[src/rtl/pema_pkg.sv]
`timescale 1ns / 1ps
package pema_pkg;
    localparam int unsigned MONTHS = 12;
    localparam int unsigned HOURS  = 24;
    localparam int unsigned HOUR_ENTRIES = MONTHS * HOURS;
    localparam int unsigned HIDX_W = 9;
    localparam int unsigned NUM_W  = 40;
    localparam int unsigned QUO_W  = 41;
    localparam int unsigned DEN_W  = 48;
    localparam logic [15:0] DEFAULT_BPK = 16'd1000;
    localparam logic [15:0] FLOOR_RESET = 16'd9999;
    localparam logic [15:0] EST_MAX     = 16'hFFFF;

    typedef enum logic [1:0] {
        CMD_PULSE = 2'd0,
        CMD_LOAD  = 2'd1,
        CMD_READ  = 2'd2,
        CMD_READ3 = 2'd3
    } cmd_t;

    typedef enum logic [2:0] {
        ST_LOST   = 3'd0,
        ST_BEAT   = 3'd1,
        ST_KWH    = 3'd2,
        ST_LOADED = 3'd3,
        ST_READ   = 3'd4
    } status_t;

    typedef enum logic [1:0] {
        REG_BPK = 2'd0,
        REG_GAP = 2'd1,
        REG_MINB = 2'd2,
        REG_NUM = 2'd3
    } reg_idx_t;

    typedef enum logic [2:0] {
        S_IDLE,
        S_CLEAR,
        S_READ,
        S_DIV,
        S_WRITE,
        S_OUT
    } fsm_t;

    // divider control between sequencer and divider unit
    typedef struct packed {
        logic start;
        logic busy;
    } div_ctl_t;
endpackage

[src/rtl/pema_counter_mem.sv]
`timescale 1ns / 1ps
// month and month-hour counter memories, registered read
module pema_counter_mem (
    input  logic                          aclk,
    input  logic [3:0]                    mon_addr,
    input  logic [pema_pkg::HIDX_W-1:0]   hour_addr,
    input  logic                          we,
    input  logic [15:0]                   mon_wdata,
    input  logic [7:0]                    hour_wdata,
    output logic [15:0]                   mon_rdata,
    output logic [7:0]                    hour_rdata
);
    logic [15:0] mon_mem  [pema_pkg::MONTHS];
    logic [7:0]  hour_mem [pema_pkg::HOUR_ENTRIES];

    always_ff @(posedge aclk) begin
        if (we) begin
            mon_mem[mon_addr]   <= mon_wdata;
            hour_mem[hour_addr] <= hour_wdata;
        end
        mon_rdata  <= mon_mem[mon_addr];
        hour_rdata <= hour_mem[hour_addr];
    end
endmodule

[config.mk]
export PLATFORM = sky130hd
export DESIGN_NAME = pema_counter_mem
export DESIGN_NICKNAME = d
export VERILOG_FILES = /design/src/rtl/pema_pkg.sv /design/src/rtl/pema_counter_mem.sv
export SDC_FILE = /design/constraint.sdc
export NUM_CORES = 2
export LEC_CHECK = 0
export BUFFER_PORTS_ARGS = -buffer_cell sky130_fd_sc_hd__clkbuf_2
export CAP_MARGIN = 5
export CORE_UTILIZATION = 63
export DETAILED_ROUTE_END_ITERATION = 10
export PLACE_DENSITY = 0.87
export SETUP_SLACK_MARGIN = 0.3
export SLEW_MARGIN = 20
export SYNTH_ARGS = -nofsm -noshare
export SYNTH_HDL_FRONTEND = slang
export SYNTH_SLANG_ARGS = --single-unit
[constraint.sdc]
create_clock -name aclk -period 4.9 [get_ports aclk]
set_clock_uncertainty 0.15 [all_clocks]
set_input_delay 1.225 -clock aclk [delete_from_list [all_inputs] [get_ports aclk]]
set_output_delay 1.225 -clock aclk [all_outputs]
set_load 0.01 [all_outputs]
==> summary.md <==
The run gives 0 as the number of setup violations in the final report. The worst hold path terminates at mon_rdata[8]. In this run, post-CTS repair resized a total of 0 instances. Summed over all instances, the cell type with the most area after synthesis is edfxtp_1. Detailed placement ended at an HPWL of 160000 um. The placed instances occupy a cell area of 103000 sq um. The aggregate negative setup slack is 0 ns. The ratio of cells with drive above 1 in the final layout is 31.2%, and the signal arrival time at the worst endpoint is 4.93 ns. The die covers 156000 sq um. Of the total power, the share spent switching nets is 22.2%. The number of hold buffers added after CTS was 0. The run gives 5.59 ns as the critical path data required time. The final setup slack of the worst path was 0.660 ns; the level count of the clock H-tree was 4.

Startpoint type of the worst setup path: a primary input. The horizontal die dimension is 394 um, and the post-synthesis instance area is 97000 sq um. In the final routed layout, each cell accounts on average for 40.4 um. The average cell area after synthesis is 22.2 sq um. Routability-driven placement finished with a final weighted congestion of 0.950. In this run the post-CTS setup repair buffer count came out at 0. Wires add up to 288000 um.

Detailed routing inserted a total of 53.4k vias. The deepest clock path buffer count was 3. The hold slack was 0.540 ns. Per report_power, the sequential group accounts for 53.9% of the total. In this run, synthesis produced a sequential element count of 2520.

By area the synthesized netlist is led by edfxtp_1 77%, mux4_2 15%, nor2_1 1.2%. The tree built by TritonCTS fans out to 2520 sinks. The count of cells along the worst hold path works out to 3. For the net switching power, the log shows 9.79 mW. The cell with the most instances after synthesis was edfxtp_1.

The final period demand of the worst path was 4.24 ns; the highest achievable clock rate was 0.236 GHz. Number of top-level design ports: 63. The run finished, with violations left.

The tightest min-delay check is of the reg -> reg type. Max-cap violations in this run came to 0. The sequential area share after synthesis was 77.7%. By count the netlist is led by 2496 x edfxtp_1, 666 x mux4_2, 321 x nor2_1.

The area share of the largest cell type after synthesis is 77.3%. In the final design database the tool counted 4934 nets. TritonCTS built the clock tree. The worst setup path is captured at a flop. In this run the critical register-to-register path is launched from hour_mem[60][0]. In this run the power density over the cells is 400 nW/um^2.

The most frequently used flop master after synthesis is edfxtp_1. For this design the static power due to leakage is 35.3 nW. Internal power comes to 34.3 mW. The clock slew seen by the registers of the worst setup and hold paths works out to 0.06 ns. The final reports fail on DRC. Measured in cells, the most critical reg-to-reg path has a length of 6. The finished layout holds 7138 standard cells, fillers aside.

For the power consumption, the log shows 44.1 mW. In this run the register-to-register setup slack is 1.78 ns. After global routing the overflow that remains totals 0.

In this run, the clock network consumes 40.6% of the power. The Yosys step of the flow raised 0 warnings. Yosys mapped the design onto 57 distinct sky130hd cell types. The number of buffers added by the clock tree synthesis step came out at 228. The residual DRC count was 1; the slew at the pin closest to its max-slew limit was 1.32 ns. The synthesized net count came out at 4401. The max-slew violation count was 0; the mean number of vias per cell was 7.48.

The later pin in the worst-skew pair is clocked with a latency of 0.91 ns. The number of iterations in the first detailed-routing pass is 8, and the number of buffer cells added on primary ports is 62. The total area inside the core boundary comes to 152000 sq um. Tracing the worst setup path back leads to its startpoint at hour_addr[3].

Setup repair after global routing left no endpoint under its margin. The number of antenna violations at the first check in global routing was 18. Along the worst path, the maximum fanout reaches 34. The run gives 0 as the remaining number of nets flagged by the antenna check after routing. For the via count of the first global-routing pass, the log shows 54.7k. The logs give 156 for the largest net degree at the start of global routing and 0.000373 V for the worst supply voltage drop on vdd. End of the worst register-to-register path: hour_rdata[0]. The initial utilization of the core area, before any placement, comes to 63.6%. For this run, the share of the core covered by cells in the final layout is 72.5%. The relative slew slack is 11.9%, and the area growth from synthesis to layout is 13.8%. The first global-routing pass estimated 406000 um of wire. The initial detailed-routing violation count was 9983; the fraction of registers with async set/reset was 0%. Combinational cell fraction of total power: 5.4%.

The path type of the worst setup path was in -> reg. The final hold violation count was 0. The final design area excluding fillers was 110000 sq um; the pre-CTS worst setup slack was 0.164 ns. The row count is 143, and the height of the chip is 394 um. The run gives 37.6% as the overall track demand over capacity in global routing. The tree is rooted in a clkbuf_16. The launch instance of the worst min-delay path is mon_mem[8][8]. Dividing the final minimum period by the clock period gives 86.5%.

Yosys mapped a number of flops with a built-in enable equal to 2496. In this run, placement finished with an instance count of 6695. The number of instances in the synthesized netlist was 4362.
-- area by class of cell --
cell class | count | area (sq um)
sequential | 2520 | 75400
fill | 7535 | 42000
multi-input combinational | 1579 | 20300
clock buffer | 293 | 6080
timing repair buffer | 560 | 4700
tap | 2030 | 2540
clock inverter | 133 | 1300
antenna | 17 | 42.5
inverter | 6 | 27.5
-- power groups by stage --
stage	registers [mW]	clock network, mW	logic, mW
finish	23.8	17.9	2.40
global route	23.8	18.6	2.41
CTS	23.8	17.9	2.31
detailed placement	24.3	0	2.22
global placement	24.3	0	2.12
floorplan	24.3	0	1.14
-- worst max-delay path, cell delays in order --
cell and delay [ns]:
buf_6 0.52, buf_4 0.27, and2_2 0.49, buf_4 0.37
a21oi_1 0.10, nand3_1 0.15, nand3_1 0.22, o22ai_1 1.05
a221oi_1 0.22, a21bo_1 0.27
-- routing by layer --
metal / vias to the layer above / track usage (%) / part of all wire (%)
met5: - / 0.369 / 0.083
met4: 24 / 25.7 / 8.7
met3: 1590 / 12.0 / 15
met2: 5766 / 59.2 / 47
met1: 26600 / 44.6 / 29
li1: 19400 / - / -
-- placed cells by master, fill, tap and decap left out, types with 9 or more instances in the layout --
cell type,count
a31oi_1,12
clkinv_1,54
a221oi_1,28
nor2_1,317
buf_12,44
clkbuf_2,49
nand3_1,37
nand3_2,12
clkbuf_16,229
a22oi_1,60
mux2i_1,111
nand4_1,11
bufinv_16,18
a21oi_1,32
mux2_2,12
nor2b_1,9
dfxtp_1,24
edfxtp_1,2496
diode_2,17
clkinv_2,40
o21ai_0,43
nand2_1,111
o22ai_1,21
clkbuf_1,53
mux4_2,666
buf_4,455
clkbuf_8,19
-- worst max path at each step --
stage                               end  depth (start not counted)  slack, ns
after floorplan           mon_mem[5][0]                          4       0.95
after global placement    hour_rdata[5]                          8       0.22
after detailed placement  hour_rdata[5]                          9       0.16
after CTS                 hour_rdata[2]                         11       0.94
after global routing      hour_rdata[2]                         11       0.77
final                     hour_rdata[0]                         10       0.66
-- kinds of logic (layout without fill, tap and decap cells) --
family / Yosys count / in the layout / synth area share (%)
DFF: 2520 / 2520 / 77.7
muxes: 789 / 789 / 16.7
and+or+nand+nor: 545 / 545 / 2.34
buffers and inverters: 263 / 992 / 1.42
AOI/OAI and AO/OA: 245 / 245 / 1.75
other: 0 / 17 / 0
-- state kept, by name, summed over array words and instances, names as in the netlist --
name and cells:
hour_rdata 8, mon_mem 192, mon_rdata 16, hour_mem 2304
Note: power is estimated with default switching activity, not from simulation.
