===== config.mk =====
export PLATFORM = sky130hd
export DESIGN_NAME = pema_divider
export DESIGN_NICKNAME = d
export VERILOG_FILES = /design/src/rtl/pema_pkg.sv /design/src/rtl/pema_divider.sv
export SDC_FILE = /design/constraint.sdc
export NUM_CORES = 1
export LEC_CHECK = 0
export ABC_CLOCK_PERIOD_IN_PS = 3500
export BUFFER_PORTS_ARGS = -buffer_cell sky130_fd_sc_hd__buf_2
export CAP_MARGIN = 20
export CORE_UTILIZATION = 52
export DETAILED_ROUTE_END_ITERATION = 6
export GPL_TIMING_DRIVEN = 0
export PLACE_DENSITY = 0.79
export SLEW_MARGIN = 40
export SYNTH_ARGS = -nofsm -noshare
export SYNTH_HDL_FRONTEND = slang
export SYNTH_SLANG_ARGS = --single-unit
export TNS_END_PERCENT = 20

===== constraint.sdc =====
create_clock -name aclk -period 3.5 [get_ports aclk]
set_clock_uncertainty 0.15 [all_clocks]
set_input_delay 0.7 -clock aclk [delete_from_list [all_inputs] [get_ports aclk]]
set_output_delay 0.7 -clock aclk [all_outputs]
set_load 0.005 [all_outputs]

===== src/rtl/pema_pkg.sv =====
`timescale 1ns / 1ps
package pema_pkg;
    localparam int unsigned MONTHS = 12;
    localparam int unsigned HOURS  = 24;
    localparam int unsigned HOUR_ENTRIES = MONTHS * HOURS;
    localparam int unsigned HIDX_W = 9;
    localparam int unsigned NUM_W  = 40;
    localparam int unsigned QUO_W  = 41;
    localparam int unsigned DEN_W  = 48;
    localparam logic [15:0] DEFAULT_BPK = 16'd1000;
    localparam logic [15:0] FLOOR_RESET = 16'd9999;
    localparam logic [15:0] EST_MAX     = 16'hFFFF;

    typedef enum logic [1:0] {
        CMD_PULSE = 2'd0,
        CMD_LOAD  = 2'd1,
        CMD_READ  = 2'd2,
        CMD_READ3 = 2'd3
    } cmd_t;

    typedef enum logic [2:0] {
        ST_LOST   = 3'd0,
        ST_BEAT   = 3'd1,
        ST_KWH    = 3'd2,
        ST_LOADED = 3'd3,
        ST_READ   = 3'd4
    } status_t;

    typedef enum logic [1:0] {
        REG_BPK = 2'd0,
        REG_GAP = 2'd1,
        REG_MINB = 2'd2,
        REG_NUM = 2'd3
    } reg_idx_t;

    typedef enum logic [2:0] {
        S_IDLE,
        S_CLEAR,
        S_READ,
        S_DIV,
        S_WRITE,
        S_OUT
    } fsm_t;

    // divider control between sequencer and divider unit
    typedef struct packed {
        logic start;
        logic busy;
    } div_ctl_t;
endpackage


===== src/rtl/pema_divider.sv =====
`timescale 1ns / 1ps
// restoring divider, one quotient bit per cycle
module pema_divider (
    input  logic                        aclk,
    input  logic                        aresetn,
    input  logic                        start,
    input  logic [pema_pkg::NUM_W-1:0]  numer,
    input  logic [pema_pkg::DEN_W-1:0]  denom,
    output logic                        busy,
    output logic [15:0]                 quot_sat
);
    logic [pema_pkg::NUM_W-1:0] q_reg, q_next;
    logic [pema_pkg::DEN_W:0]   r_reg, r_next;
    logic [5:0]                 cnt_reg, cnt_next;
    logic                       busy_reg, busy_next;
    logic [pema_pkg::DEN_W:0]   trial;

    // one shift-subtract step
    always_comb begin
        q_next    = q_reg;
        r_next    = r_reg;
        cnt_next  = cnt_reg;
        busy_next = busy_reg;
        trial     = {r_reg[pema_pkg::DEN_W-1:0], q_reg[pema_pkg::NUM_W-1]};
        if (start) begin
            q_next    = numer;
            r_next    = '0;
            cnt_next  = 6'(pema_pkg::NUM_W);
            busy_next = 1'b1;
        end else if (busy_reg) begin
            if (trial >= {1'b0, denom}) begin
                r_next = trial - {1'b0, denom};
                q_next = {q_reg[pema_pkg::NUM_W-2:0], 1'b1};
            end else begin
                r_next = trial;
                q_next = {q_reg[pema_pkg::NUM_W-2:0], 1'b0};
            end
            cnt_next = cnt_reg - 6'd1;
            if (cnt_reg == 6'd1) begin
                busy_next = 1'b0;
            end
        end
    end

    always_ff @(posedge aclk) begin
        if (!aresetn) begin
            busy_reg <= 1'b0;
            cnt_reg  <= '0;
        end else begin
            busy_reg <= busy_next;
            cnt_reg  <= cnt_next;
        end
        q_reg <= q_next;
        r_reg <= r_next;
    end

    assign busy     = busy_reg;
    assign quot_sat = (q_reg[pema_pkg::NUM_W-1:16] != '0) ? pema_pkg::EST_MAX : q_reg[15:0];
endmodule


==> impl_metrics.env, run 1 <==
export IMPL_status="finished clean"
export IMPL_yosysTopAreaCell="edfxtp_1"
export IMPL_cp_top_family="compound AO/OA/AOI/OAI gates"
export IMPL_worstSetupEndpointType="flop"
export IMPL_wl_met1_microns=8760
export IMPL_wl_met3_microns=1310
export IMPL_initial_utilization_pct=53.1
export IMPL_synth_compound_area_share_pct=23.1
export IMPL_hold_viol=0
export IMPL_path_clk_slew_ns=0.07
export IMPL_synth_top_family_by_area="compound AO/OA/AOI/OAI gates"
export IMPL_period_share_pct=98.3
export IMPL_track_usage_pct=27.5
export IMPL_layout_drive_gt1_share_pct=23.6
export IMPL_worstPathCellList="buf_2 > ha_1 > inv_1 > fa_1 > a21o_1 > nand4_1 > a21oi_2 > o31ai_4 > o31a_1 > o41a_1 > or4_1 > nand3_1 > o221ai_1"
export IMPL_reg2reg_to="r_reg[42]$_SDFFE_PP0P_"
export IMPL_syn2layout_area_growth_pct=16.8
export IMPL_clockRootBuffer="clkbuf_16"
export IMPL_numCtsBuffers=9
export IMPL_cp_num_buf_inv=2
export IMPL_synth_async_sr_flop_share_pct=0
export IMPL_dr_pass1_iters=5
export IMPL_final_common_cell="buf_2"
export IMPL_placement_io_buffers=106
export IMPL_drc=0
export IMPL_wire_per_inst_microns=16.8
export IMPL_r2r_start="q_reg[39]$_DFFE_PP_"
export IMPL_dpl_worst_slack_ns=-0.663
export IMPL_synthCells=864
export IMPL_holdWs_ns=0.337
export IMPL_max_stage_delay_ns=0.44
export IMPL_fin_util_pct=62.0
export IMPL_place_gp_congestion=0.958
export IMPL_reg2regPathDepth=13
export IMPL_finalPower_mw=3.44
export IMPL_post_dp_cell_area_sq_um=8120
export IMPL_peakVddDrop_v=0.000212
export IMPL_synth_fa_ha_area_share_pct=8.80
export IMPL_worstSkewPairLatency_ns=0.36
export IMPL_clk_path_buf_depth=2
export IMPL_path_max_fanout=5
export IMPL_grt_max_degree=22
export IMPL_tightest_slew_ns=0.867
export IMPL_wl_microns=19700
export IMPL_crit_type="primary input to flop"
export IMPL_min_period_ns=3.44
export IMPL_largest_reg_flops=48
export IMPL_fin_nets=1128
export IMPL_slew_viol_final=0
export IMPL_synth_top_area_share_pct=16.4
export IMPL_rows=43
export IMPL_hold_depth=2
export IMPL_synthMuxAreaShare_pct=6.96
export IMPL_syn_area_sq_um=7340
export IMPL_cap_violations=0
export IMPL_num_fill_cells=1192
export IMPL_synth_edf_count=40
export IMPL_place_hpwl_microns=14600
export IMPL_final_cell_mix="buf_2, nand2_1, a21oi_1"
export IMPL_worstPathRequired_ns=3.56
export IMPL_core_sq_um=13800
export IMPL_endpoint="r_reg[42]$_SDFFE_PP0P_"
export IMPL_grt_first_pass_wirelength_microns=31700
export IMPL_top_layer="met4"
export IMPL_syn_area_per_cell_sq_um=8.49
export IMPL_cts_hold_buf=0
export IMPL_p_leak_nw=3.56
export IMPL_antenna_found_initial=0
export IMPL_ys_top_cells_by_area="edfxtp_1, dfxtp_1, ha_1"
export IMPL_synth_warnings=0
export IMPL_die_area_sq_um=14600
export IMPL_reg2reg_setup_slack_ns=0.08
export IMPL_crit_cells=13
export IMPL_htree_levels=3
export IMPL_max_freq_mhz=291
export IMPL_wl_met2_microns=9080
export IMPL_fin_area_sq_um=8570
export IMPL_cts_tree="yes"
export IMPL_num_antenna_cells=0
export IMPL_cts_sinks=95
export IMPL_finalSetupViolCount=0
export IMPL_final_antenna_net_count=0
export IMPL_synth_xor_area_share_pct=5.01
export IMPL_cp_startpoint="denom[0]"
export IMPL_grt_pass1_vias=6559
export IMPL_cp_slowest_cell="o41a_1"
export IMPL_dieHeight_microns=121
export IMPL_power_density_nw_per_um2=401
export IMPL_syn_nets=1006
export IMPL_synth_cell_types=65
export IMPL_die_w_microns=121
export IMPL_synthFlopType="dfxtp_1"
export IMPL_ys_ff_latch=95
export IMPL_slew_headroom_pct=42.0
export IMPL_ys_seq_area_share_pct=31.4
export IMPL_synthSimpleGateAreaFrac_pct=18.1
export IMPL_viasPerCell=5.96
export IMPL_post_route_worst_setup_slack_ns=0.0593
export IMPL_hold_path_class="flop to flop"
export IMPL_overflow=0
export IMPL_cp_start_kind="primary input"
export IMPL_io_pins=108
export IMPL_arrival_ns=3.50
export IMPL_via_count=6979
export IMPL_drt_initial_drc_count=616
[routing by layer]
| layer | global-route usage, % | up-vias |
|---|---|---|
| met5 | 0 | - |
| met1 | 36.7 | 3237 |
| met3 | 4.39 | 47 |
| met4 | 11.4 | 0 |
| li1 | - | 3403 |
| met2 | 44.4 | 292 |
[worst min path at each step]
stage / startpoint / to / slack [ns]
2_1_floorplan: r_reg[4]$_SDFFE_PP0P_ / r_reg[4]$_SDFFE_PP0P_ / 0.30
3_3_place_gp: r_reg[5]$_SDFFE_PP0P_ / r_reg[5]$_SDFFE_PP0P_ / 0.32
3_5_place_dp: r_reg[37]$_SDFFE_PP0P_ / r_reg[37]$_SDFFE_PP0P_ / 0.33
4_1_cts: r_reg[37]$_SDFFE_PP0P_ / r_reg[37]$_SDFFE_PP0P_ / 0.34
5_1_grt: r_reg[4]$_SDFFE_PP0P_ / r_reg[4]$_SDFFE_PP0P_ / 0.38
6_report: r_reg[37]$_SDFFE_PP0P_ / r_reg[37]$_SDFFE_PP0P_ / 0.34
[final cells by class]
class | count | area, sq um | area share [%]
Buffer | 51 | 278 | 3.24
Clock buffer | 11 | 254 | 2.96
Clock inverter | 5 | 46.3 | 0.540
Inverter | 63 | 236 | 2.76
Multi-Input combinational cell | 653 | 4630 | 54.0
Sequential cell | 95 | 2300 | 26.9
Tap cell | 180 | 225 | 2.63
Timing Repair Buffer | 113 | 603 | 7.04
[logic make-up after synthesis]
| logic type | count (synthesis) |
|---|---|
| AND/OR/NAND/NOR | 277 |
| flip-flops | 95 |
| XOR/XNOR | 42 |
| AO/OA/AOI/OAI | 237 |
| adder cells (fa/ha/maj) | 51 |
| multiplexers | 46 |
| buffers and inverters | 116 |
[worst register-to-register path, cell delays in order, from the launching register on]
cell and delay, ns:
edfxtp_1 0.39, inv_1 0.06, ha_1 0.20, inv_1 0.07, fa_1 0.20, a21o_1 0.15
nand4_1 0.15, a21oi_2 0.33, o31ai_4 0.15, o31a_1 0.39, o41a_1 0.44, or4_1 0.42
nand3_1 0.08, o221ai_1 0.11
[synth_stat cells (all sizes together) (9+ instances only)]
cell type  count
a211oi         9
a21o          18
a21oi         68
a311oi        29
buf           15
clkbuf        38
dfxtp         55
edfxtp        40
ha            50
inv           63
mux2          40
nand2        104
nand3         22
nand4         17
nor2          59
nor3          10
o21ai         47
or3           23
xnor2         27
xor2          15
[power breakdown]
part | total (mW) | internal (mW) | switching (mW)
logic | 1.08 | 0.447 | 0.637
registers | 1.34 | 1.27 | 0.0739
clock network | 1.01 | 0.542 | 0.467
[through the flow]
step | setup TNS (ns) | std cells
after floorplan | 0 | 864
after global placement | -23.86 | 1150
after detailed placement | -25.49 | 1151
after CTS | 0 | 1168
after global routing | -0.349 | 1171
final | 0 | 1171
[timing repair]
action / 4_1_cts / 5_1_grt
pin swaps: 1 / 7
endpoints found under the setup margin: 44 / 45
gates resized for setup: 7 / 28
buffers inserted: 1 / 5
endpoints found under the hold margin: 0 / 0
Power figures use the tool's default switching activity.
==> run 2: changes to the inputs <==
- ABC_AREA: not set -> 1
- CTS_BUF_LIST: not set -> sky130_fd_sc_hd__clkbuf_4 sky130_fd_sc_hd__clkbuf_8
- PLACE_DENSITY: 0.79 -> 0.77
==> run 2 against run 1 <==
Against the previous run:
- combinational power fell by 64%
- critical endpoint is now quot_sat[14]
- largest cell class unchanged
- fmax rose by 5.0%
- register-to-register slack improved by 0.61 ns
- via count rose by 33%
- non-clock buffer count fell by 23
- final cell count rose by 58%
==> impl_metrics.env, run 2 <==
export IMPL_worstPathCellList="nor4_1 > nand4_1 > nor3_4 > clkbuf_1 > nand2_1 > buf_2"
export IMPL_placement_io_buffers=106
export IMPL_path_clk_slew_ns=0.10
export IMPL_wire_per_inst_microns=13.8
export IMPL_period_share_pct=93.6
export IMPL_cp_top_family="simple AND/OR/NAND/NOR gates"
export IMPL_use_met2_pct=47.5
export IMPL_max_freq_mhz=305
export IMPL_die_area_sq_um=17500
export IMPL_clockRootBuffer="clkbuf_8"
export IMPL_cts_tree="yes"
export IMPL_cp_num_buf_inv=2
export IMPL_p_leak_nw=5.61
export IMPL_finalPower_mw=2.38
export IMPL_fin_cells=1851
export IMPL_post_cts_setup_buffers=0
export IMPL_holdWs_ns=0.327
export IMPL_final_cell_mix="nand2_1, inv_1, nand3_1, buf_2, nor2_1"
export IMPL_rows=47
export IMPL_max_stage_delay_ns=0.41
export IMPL_layout_drive_gt1_share_pct=10.7
export IMPL_syn_nets=1650
export IMPL_hold_depth=2
export IMPL_p_int_mw=1.64
export IMPL_ys_ff_latch=95
export IMPL_ys_seq_area_share_pct=26.2
export IMPL_drt_initial_drc_count=781
export IMPL_synth_common_cells="nand2_1, inv_1, nand3_1, nor2_1, dfxtp_1"
export IMPL_rsz0062_at_grt="no"
export IMPL_post_cts_resized=1
export IMPL_place_gp_congestion=0.999
export IMPL_place_hpwl_microns=21000
export IMPL_overflow=0
export IMPL_final_common_cell="nand2_1"
export IMPL_dieHeight_microns=132
export IMPL_setup_tns_ns=0
export IMPL_fin_area_sq_um=9830
export IMPL_status="finished clean"
export IMPL_core_sq_um=16600
export IMPL_use_met1_pct=42.9
export IMPL_p_sw_share_pct=31.4
export IMPL_busiest_layer="met2"
export IMPL_synth_top_area_share_pct=25.8
export IMPL_ys_top_cells_by_area="nand2_1, edfxtp_1, inv_1"
export IMPL_cap_violations=0
export IMPL_fin_nets=1768
export IMPL_cts_hold_buf=0
export IMPL_io_pins=108
export IMPL_synth_warnings=0
export IMPL_pwr_share_clk_pct=31.3
export IMPL_synth_async_sr_flop_share_pct=0
export IMPL_slew_headroom_pct=50.3
export IMPL_final_antenna_net_count=0
export IMPL_grt_first_pass_wirelength_microns=41500
export IMPL_viasPerCell=5.01
export IMPL_syn2layout_area_growth_pct=11.7
export IMPL_initial_utilization_pct=53.1
export IMPL_via_count=9274
export IMPL_syn_area_per_cell_sq_um=5.84
export IMPL_fin_util_pct=59.3
export IMPL_track_usage_pct=30.3
export IMPL_synth_edf_count=40
export IMPL_drc=0
export IMPL_clk_path_buf_depth=2
export IMPL_peakVddDrop_v=0.000190
export IMPL_path_max_fanout=10
export IMPL_grt_max_degree=26
export IMPL_use_met3_pct=3.42
export IMPL_reg2regPathDepth=14
export IMPL_tightest_slew_ns=0.745
export IMPL_htree_levels=3
export IMPL_power_frac_comb_pct=16.4
export IMPL_slew_viol_final=0
export IMPL_hold_path_class="flop to flop"
export IMPL_min_period_ns=3.28
export IMPL_hold_viol=0
export IMPL_worstSkewPairLatency_ns=0.40
export IMPL_power_density_nw_per_um2=242
export IMPL_antenna_found_initial=0
export IMPL_wl_microns=25600
export IMPL_synth_cell_types=37
export IMPL_pwr_share_seq_pct=52.2
export IMPL_crit_type="flop to output port"
export IMPL_synthFlopType="dfxtp_1"
export IMPL_p_switching_uw=748
export IMPL_cts_sinks=95
export IMPL_cp_start_kind="flop"
export IMPL_grt_pass1_vias=8408
export IMPL_numCtsBuffers=9
export IMPL_yosysTopAreaCell="nand2_1"
export IMPL_synthCells=1508
export IMPL_finalSetupViolCount=0
export IMPL_syn_area_sq_um=8800
export IMPL_dpl_worst_slack_ns=0.280
export IMPL_worstSetupEndpointType="output port"
export IMPL_post_route_worst_setup_slack_ns=0.224
export IMPL_post_dp_cell_area_sq_um=9640
export IMPL_die_w_microns=132
export IMPL_crit_cells=6
export IMPL_worstPathRequired_ns=2.65
export IMPL_cp_slowest_cell="nor4_1"
export IMPL_dp_cells=1835
export IMPL_largest_reg_flops=48
export IMPL_yosysMostFrequentCell="nand2_1"
export IMPL_num_antenna_cells=0
export IMPL_arrival_ns=2.43
export IMPL_dr_pass1_iters=5
-- run 2: changes by cell type in the layout (fill, tap and decap cells not counted), moves of 15 or more --
cell      before  now
nand2_1       96  605
or3_1         23    1
mux2_2        40    0
a311oi_1      15    0
inv_1         62  300
a21oi_1       66   35
nor2_1        58   95
a21o_1        18    0
nand3b_1       0   22
nand3_1       21  114
-- run 2: cells by family (layout without fill, tap and decap cells) --
logic type	after synthesis	count (layout)	synth area share, %
AOI/OAI and AO/OA	93	93	5.64
buffers and inverters	349	472	15.4
xor gates and xnor gates	24	24	2.39
and+or+nand+nor	896	896	43.1
DFF	95	95	26.2
adders and majority gates	51	51	7.33
-- run 2: final timing paths --
kind / from / end / slack, ns
max: q_reg[25]$_DFFE_PP_ / quot_sat[14] / 0.22
min: r_reg[18]$_SDFFE_PP0P_ / r_reg[18]$_SDFFE_PP0P_ / 0.33
max reg2reg: r_reg[7]$_SDFFE_PP0P_ / r_reg[25]$_SDFFE_PP0P_ / 0.69
min reg2reg: r_reg[18]$_SDFFE_PP0P_ / r_reg[18]$_SDFFE_PP0P_ / 0.33
-- run 2: layer usage --
metal | part of all wire [%] | vias to the layer above | wire, microns
met5 | 0 | - | 0
met4 | 2.7 | 0 | 684
met3 | 6.6 | 40 | 1690
met2 | 43 | 308 | 11000
met1 | 48 | 4091 | 12200
li1 | - | 4835 | -
-- run 2: cell type report --
cell class / instances / area [sq um]
fillers: 1717 / 6750
multi-input cells: 1064 / 5150
flip-flops and latches: 95 / 2300
inverters: 315 / 1180
repair buffers: 107 / 558
well taps: 220 / 275
plain buffers: 34 / 180
clock buffers: 9 / 124
clock inverters: 7 / 58.8
-- run 2: worst min-delay path, delay by kind of cell, from the launching register on --
kind | cells | cell delay, ns
flip-flops | 1 | 0.34
AND/OR/NAND/NOR | 2 | 0.10
-- run 2: power groups by stage --
stage	sequential [mW]	combinational (mW)	clock, mW
after CTS	1.24	0.389	0.760
after global placement	1.27	0.374	0
after global routing	1.25	0.445	0.797
after detailed placement	1.27	0.387	0
after floorplan	1.26	0.255	0
final	1.24	0.392	0.747
